`src/design/ffgc_pkg.sv`:
```
// ----------------------------------------------------------------------------
// ffgc_pkg
// Shared types and constants of the first-fit graph coloring block.
// ----------------------------------------------------------------------------
package ffgc_pkg;

  // Fixed field widths of the request and result channels
  localparam int unsigned VERTEX_W     = 10;
  localparam int unsigned COLOR_W      = 8;
  localparam int unsigned OPCODE_W     = 2;
  localparam int unsigned VERTEX_SPAN  = 2 ** VERTEX_W;
  localparam int unsigned COLOR_SPAN   = 2 ** COLOR_W - 1;
  localparam int unsigned PALETTE_RST  = 255;

  // Colors examined per scan cycle
  localparam int unsigned MARK_CHUNK_W = 8;
  localparam int unsigned MARK_POS_W   = 3;

  typedef enum logic [OPCODE_W-1:0] {
    OP_NEIGHBOR = 2'd0,
    OP_FINISH   = 2'd1,
    OP_CLEAR    = 2'd2,
    OP_NONE     = 2'd3
  } op_e;

  typedef enum logic [3:0] {
    ST_CLEAR = 4'b0001,
    ST_IDLE  = 4'b0010,
    ST_SCAN  = 4'b0100,
    ST_EMIT  = 4'b1000
  } state_e;

  // Control from the sequencer to the mark unit
  typedef struct packed {
    logic set;    // pending neighbor color is valid this cycle
    logic start;  // begin a first-fit scan
    logic wipe;   // clear all marks
  } mark_ctrl_t;

  // Status from the mark unit back to the sequencer
  typedef struct packed {
    logic done;   // scan finished this cycle
    logic found;  // a free color within the palette exists
  } scan_stat_t;

endpackage

```
`src/design/ffgc_mark_scan.sv`:
```
// ----------------------------------------------------------------------------
// ffgc_mark_scan
// Used-color marks and the first-fit search over them, a chunk of colors
// per cycle from the lowest color up.
// ----------------------------------------------------------------------------
module ffgc_mark_scan
  import ffgc_pkg::*;
#(
  parameter int unsigned NumColors = 255,
  parameter int unsigned ColorW    = 8
) (
  input  logic              clk_i,
  input  logic              rst_ni,
  input  mark_ctrl_t        ctrl_i,
  input  logic [ColorW-1:0] nbr_color_i,
  input  logic [ColorW-1:0] limit_i,
  output scan_stat_t        stat_o,
  output logic [ColorW-1:0] chosen_o
);

  localparam int unsigned NumChunks = (NumColors + MARK_CHUNK_W - 1) / MARK_CHUNK_W;
  localparam int unsigned MarkW     = NumChunks * MARK_CHUNK_W;
  localparam int unsigned CandW     = $clog2(MarkW + 1);

  logic [MarkW-1:0]        marks_q, marks_d;
  logic [CandW-1:0]        base_q, base_d;
  logic                    scanning_q, scanning_d;
  logic [MARK_CHUNK_W-1:0] chunk;
  logic [MARK_POS_W-1:0]   pos;
  logic                    hit;
  logic [CandW-1:0]        cand;
  logic [CandW-1:0]        next_base;
  logic [CandW-1:0]        limit_ext;
  logic                    in_palette;
  logic                    exhausted;
  logic                    done;

  assign chunk = marks_q[MARK_CHUNK_W-1:0];
  assign hit   = ~&chunk;

  // Lowest clear bit of the chunk
  always_comb begin
    pos = '0;
    for (int i = MARK_CHUNK_W - 1; i >= 0; i--) begin
      if (!chunk[i]) begin
        pos = MARK_POS_W'(i);
      end
    end
  end

  assign limit_ext  = CandW'(limit_i);
  assign cand       = base_q + CandW'(pos) + CandW'(1);
  assign next_base  = base_q + CandW'(MARK_CHUNK_W);
  assign in_palette = hit && (cand <= limit_ext);
  assign exhausted  = next_base >= limit_ext;
  assign done       = scanning_q && (hit || exhausted);

  always_comb begin
    marks_d    = marks_q;
    base_d     = base_q;
    scanning_d = scanning_q;
    if (ctrl_i.start) begin
      base_d     = '0;
      scanning_d = 1'b1;
    end else if (scanning_q) begin
      // advance to the next chunk of colors
      marks_d = marks_q >> MARK_CHUNK_W;
      base_d  = next_base;
      if (done) begin
        scanning_d = 1'b0;
      end
    end
    if (ctrl_i.set) begin
      for (int i = 0; i < MarkW; i++) begin
        if (CandW'(nbr_color_i) == CandW'(i + 1)) begin
          marks_d[i] = 1'b1;
        end
      end
    end
    if (ctrl_i.wipe) begin
      marks_d = '0;
    end
  end

  always_ff @(posedge clk_i or negedge rst_ni) begin
    if (!rst_ni) begin
      marks_q    <= '0;
      base_q     <= '0;
      scanning_q <= 1'b0;
    end else begin
      marks_q    <= marks_d;
      base_q     <= base_d;
      scanning_q <= scanning_d;
    end
  end

  assign stat_o.done  = done;
  assign stat_o.found = done && in_palette;
  assign chosen_o     = (done && in_palette) ? cand[ColorW-1:0] : '0;

endmodule

```
`config.mk`:
```
export PLATFORM = sky130hd
export DESIGN_NAME = ffgc_mark_scan
export DESIGN_NICKNAME = d
export VERILOG_FILES = /design/src/design/ffgc_pkg.sv /design/src/design/ffgc_mark_scan.sv
export SDC_FILE = /design/constraint.sdc
export NUM_CORES = 1
export LEC_CHECK = 0
export BUFFER_PORTS_ARGS = -buffer_cell sky130_fd_sc_hd__buf_2
export CORE_ASPECT_RATIO = 1.4
export CORE_MARGIN = 1.5
export CORE_UTILIZATION = 53
export CTS_CLUSTER_SIZE = 8
export DETAILED_ROUTE_END_ITERATION = 16
export PLACE_DENSITY = 0.69
export SLEW_MARGIN = 20
export SYNTH_ARGS = -nofsm -noshare
export SYNTH_HDL_FRONTEND = slang
export SYNTH_SLANG_ARGS = --single-unit
```
`constraint.sdc`:
```
create_clock -name clk_i -period 3.3 [get_ports clk_i]
set_input_delay 0.825 -clock clk_i [delete_from_list [all_inputs] [get_ports clk_i]]
set_output_delay 0.825 -clock clk_i [all_outputs]
set_load 0.05 [all_outputs]
```
==> results.tsv <==
stage	metric	value	unit
critical_path	regToRegSetupSlack	1240	ps
finish	nFillCells	1955	
placed_design	dpl.hpwl	20800	um
logic_synthesis	synthCells	1554	
timing	maxSlewViolCount	0	
timing	final.setup.tns	-8560	ps
logic_synthesis	syn-num-nets	1590	
timing	finClkSkew	13.4	ps
logic_synthesis	synth_top_cell_area_share	52.3	%
logic_synthesis	synth-seq-cells	262	
min_path	hold_path.class	primary input to async pin	
route	wl_met2	17500	um
global_route	grt_pass1_vias	11100	
power_and_ir_drop	ir_worst_vdd	0.000379	V
route	wl_met1	14100	um
cts	cts_buffer_depth	3	
timing	slew_headroom	46.0	%
timing	period_share	130	%
logic_synthesis	synth_area	0.0125	mm^2
logic_synthesis	synth_cell_types	37	
route	via_per_inst	5.92	
finish	final_area	0.0148	mm^2
power_and_ir_drop	power_frac_seq	45.5	%
placed_design	placed_cells	1859	
finish	n_antenna_cell	0	
route	postRouteAntennaNets	0	
logic_synthesis	yosysWarnings	0	
critical_path	rr_worst_depth	6	
job	maxCapViolCount	0	
critical_path	cp.arrival	3460	ps
global_route	grt_usage	29.0	%
global_route	grt_max_degree	101	
logic_synthesis	synth_area_leaders	dfrtp_1 (52%), nand2_1 (22%), a31oi_1 (12%)	
floorplanning	ios	31	
floorplanning	fp.dieW	133	um
finish	stdcell_count	1910	
power_and_ir_drop	p_comb_share	7.3	%
power_and_ir_drop	power_density	480	mW/mm^2
finish	syn_to_final_growth	18.4	%
critical_path	cp-start-kind	flop	
placed_design	postPlaceCellArea	0.0136	mm^2
route	firstDrtPassIters	5	
timing	hold_violations	0	
logic_synthesis	synth-xor-area-share	1.05	%
cts	numCtsBuffers	38	
power_and_ir_drop	p_clk_share	47.2	%
route	wl	34500	um
route	route.vias.total	11300	
cts	clk_pin_slew	50	ps
placed_design	port-buffer-count	30	
critical_path	reg2reg_from	scanning_q	
timing	setup_viol	9	
route	wl_per_cell	18.1	um
cts	insertion_delay	520	ps
logic_synthesis	synth-simple-area-share	27.0	%
floorplanning	core_area	0.0232	mm^2
timing	rsz0062_at_grt	true	
critical_path	r2r-end	marks_q[120]	
logic_synthesis	synth_mux_area_share	0.0799	%
critical_path	crit_type	flop to output pin	
floorplanning	die_h	185	um
global_route	overflow	0	
cts	cts_tree	yes	
cts	root_buffer	clkbuf_16	
placed_design	place_ws	-603	ps
logic_synthesis	synth_top_area_cell	dfrtp_1	
finish	layout-drive-gt1-share	13.2	%
logic_synthesis	synth_top_family_by_area	simple AND/OR/NAND/NOR gates	
timing	tightestPinTransition	808	ps
route	route.met3.wl	1980	um
cts	cts.htree.levels	2	
floorplanning	rows	66	
finish	nets	1638	
power_and_ir_drop	switchingPower	0.00167	W
outcome	violations	setup timing	
floorplanning	start_util	54.0	%
global_route	grt_pass1_wl	57100	um
logic_synthesis	syn_area_per_cell	8.06	um^2
global_route	antenna_found_initial	0	
floorplanning	die_area	0.0246	mm^2
power_and_ir_drop	leakage	5.91	nW
timing	layout_setup_ws	-980	ps
cts	tritoncts_num_sinks	262	
critical_path	cp.required	2470	ps
critical_path	worst_setup_path_end_kind	output pin	
timing	holdWs	139	ps
logic_synthesis	synth-compound-area-share	13.8	%
power_and_ir_drop	p_sw_share	23.5	%
route	dr.max_layer_used	met4	
critical_path	crit_fanout	4	
outcome	outcome	finished, violations left	
power_and_ir_drop	p_int	0.00545	W
route	drt_iter0_drc	921	
placed_design	gp_congestion	0.838	
timing	finalCriticalPeriod	4280	ps
route	drc_errors	0	
logic_synthesis	synthAdderAreaFrac	1.50	%
logic_synthesis	ys_seq_area_share	52.3	%
timing	fmax	234	MHz
## cells in the mapped netlist
library cell / count
xnor2_1: 8
a21oi_1: 4
o21ai_0: 3
clkbuf_1: 90
a31oi_1: 248
nor2b_1: 9
nor3_1: 5
o32a_1: 1
and2_1: 1
buf_1: 7
buf_4: 1
a211oi_1: 1
nand4_1: 6
or2_2: 1
and4_1: 2
xor2_1: 7
nand3_1: 17
o211ai_1: 3
ha_1: 15
o311a_1: 1
nand2_1: 747
a21o_1: 2
buf_2: 22
nor4b_1: 1
mux2i_1: 1
nor4_1: 1
o31a_1: 1
nand3b_1: 1
dfrtp_1: 262
nand2b_1: 8
nor2_1: 43
a22oi_1: 8
and3b_1: 1
inv_1: 14
nor3_2: 8
o41ai_1: 1
and3_1: 3
## registers in the layout, indices dropped and copies added (netlist names)
register	flops
base_q	6
scanning_q	1
marks_q	255
## cells by family after synthesis
group	after synthesis
AND/OR/NAND/NOR	854
buffers and inverters	134
adder cells (fa/ha/maj)	15
multiplexers	1
XOR/XNOR	15
AO/OA/AOI/OAI	273
flip-flops	262
## final cells by class
type,instances,area (um^2),share of cell area [%]
Inverter,14,56.3,0.380
Clock buffer,41,983,6.63
Clock inverter,1,8.76,0.0590
Timing Repair Buffer,128,1180,7.96
Multi-Input combinational cell,1158,5660,38.2
Sequential cell,262,6560,44.2
Tap cell,306,383,2.58
## worst max-delay path, cell delays in order, from the launching register on
cell,delay [ps]
dfrtp_1,420
nand2b_4,170
a21oi_4,120
a21o_1,130
ha_2,210
nand3_4,100
nor2_4,110
xor2_2,180
ha_1,270
a211oi_2,230
o211ai_1,120
o211ai_1,280
nand3_4,160
buf_16,180
nor2b_4,110
buf_6,160
## power by group through the flow
stage	clock network, W	logic (W)	registers [W]
floorplan	0	0.000254	0.00329
global placement	0	0.000495	0.00329
detailed placement	0	0.000493	0.00329
CTS	0.00344	0.000511	0.00324
global route	0.00356	0.000565	0.00324
finish	0.00336	0.000519	0.00324
## metrics by stage
| stage | util, % | power (W) |
|---|---|---|
| finish | 63.9 | 0.00712 |
| global route | 63.9 | 0.00736 |
| CTS | 63.6 | 0.00719 |
| detailed placement | 58.5 | 0.00378 |
| global placement | 58.5 | 0.00378 |
| floorplan | - | 0.00354 |
## worst max-delay path by stage
| stage | from | to | slack [ps] |
|---|---|---|---|
| 2_1_floorplan | marks_q[7] | chosen_o[2] | -420 |
| 3_3_place_gp | marks_q[6] | chosen_o[3] | -550 |
| 3_5_place_dp | marks_q[6] | chosen_o[5] | -600 |
| 4_1_cts | marks_q[7] | chosen_o[5] | -1060 |
| 5_1_grt | marks_q[6] | chosen_o[4] | -1180 |
| 6_report | marks_q[7] | chosen_o[3] | -980 |
## layer usage
metal	global-route usage, %	vias to the layer above
li1	-	5268
met1	38.2	5571
met2	48.6	393
met3	4.35	70
met4	11.4	0
met5	0	-
## timing repair
action	4_1_cts	5_1_grt
cloned	1	0
hold buffers	0	0
resized for setup	29	15
setup endpoints to repair	10	10
pin swaps	11	13
buffers inserted	6	2
## layout by cell type (no fill, tap or decap), types with 2 or more instances in the layout
master | Yosys | routed
buf_12 | 0 | 14
nand2b_1 | 8 | 7
nand3_4 | 0 | 2
buf_8 | 0 | 4
and4_1 | 2 | 2
nand3_1 | 17 | 15
ha_2 | 0 | 2
nand2_1 | 747 | 745
xor2_2 | 0 | 4
a21o_1 | 2 | 2
ha_1 | 15 | 13
clkbuf_16 | 0 | 39
buf_2 | 22 | 18
a21oi_1 | 4 | 3
a22oi_1 | 8 | 8
buf_6 | 0 | 9
o21ai_0 | 3 | 2
buf_4 | 1 | 81
clkbuf_1 | 90 | 2
nor3_2 | 8 | 12
nor2b_4 | 0 | 6
nor2_4 | 0 | 4
inv_1 | 14 | 12
nor2b_1 | 9 | 3
nand4_1 | 6 | 6
and3_1 | 3 | 2
dfrtp_1 | 262 | 261
nor2_1 | 43 | 38
xor2_1 | 7 | 3
a31oi_1 | 248 | 248
xnor2_1 | 8 | 7
o211ai_1 | 3 | 3
Power figures use the tool's default switching activity.
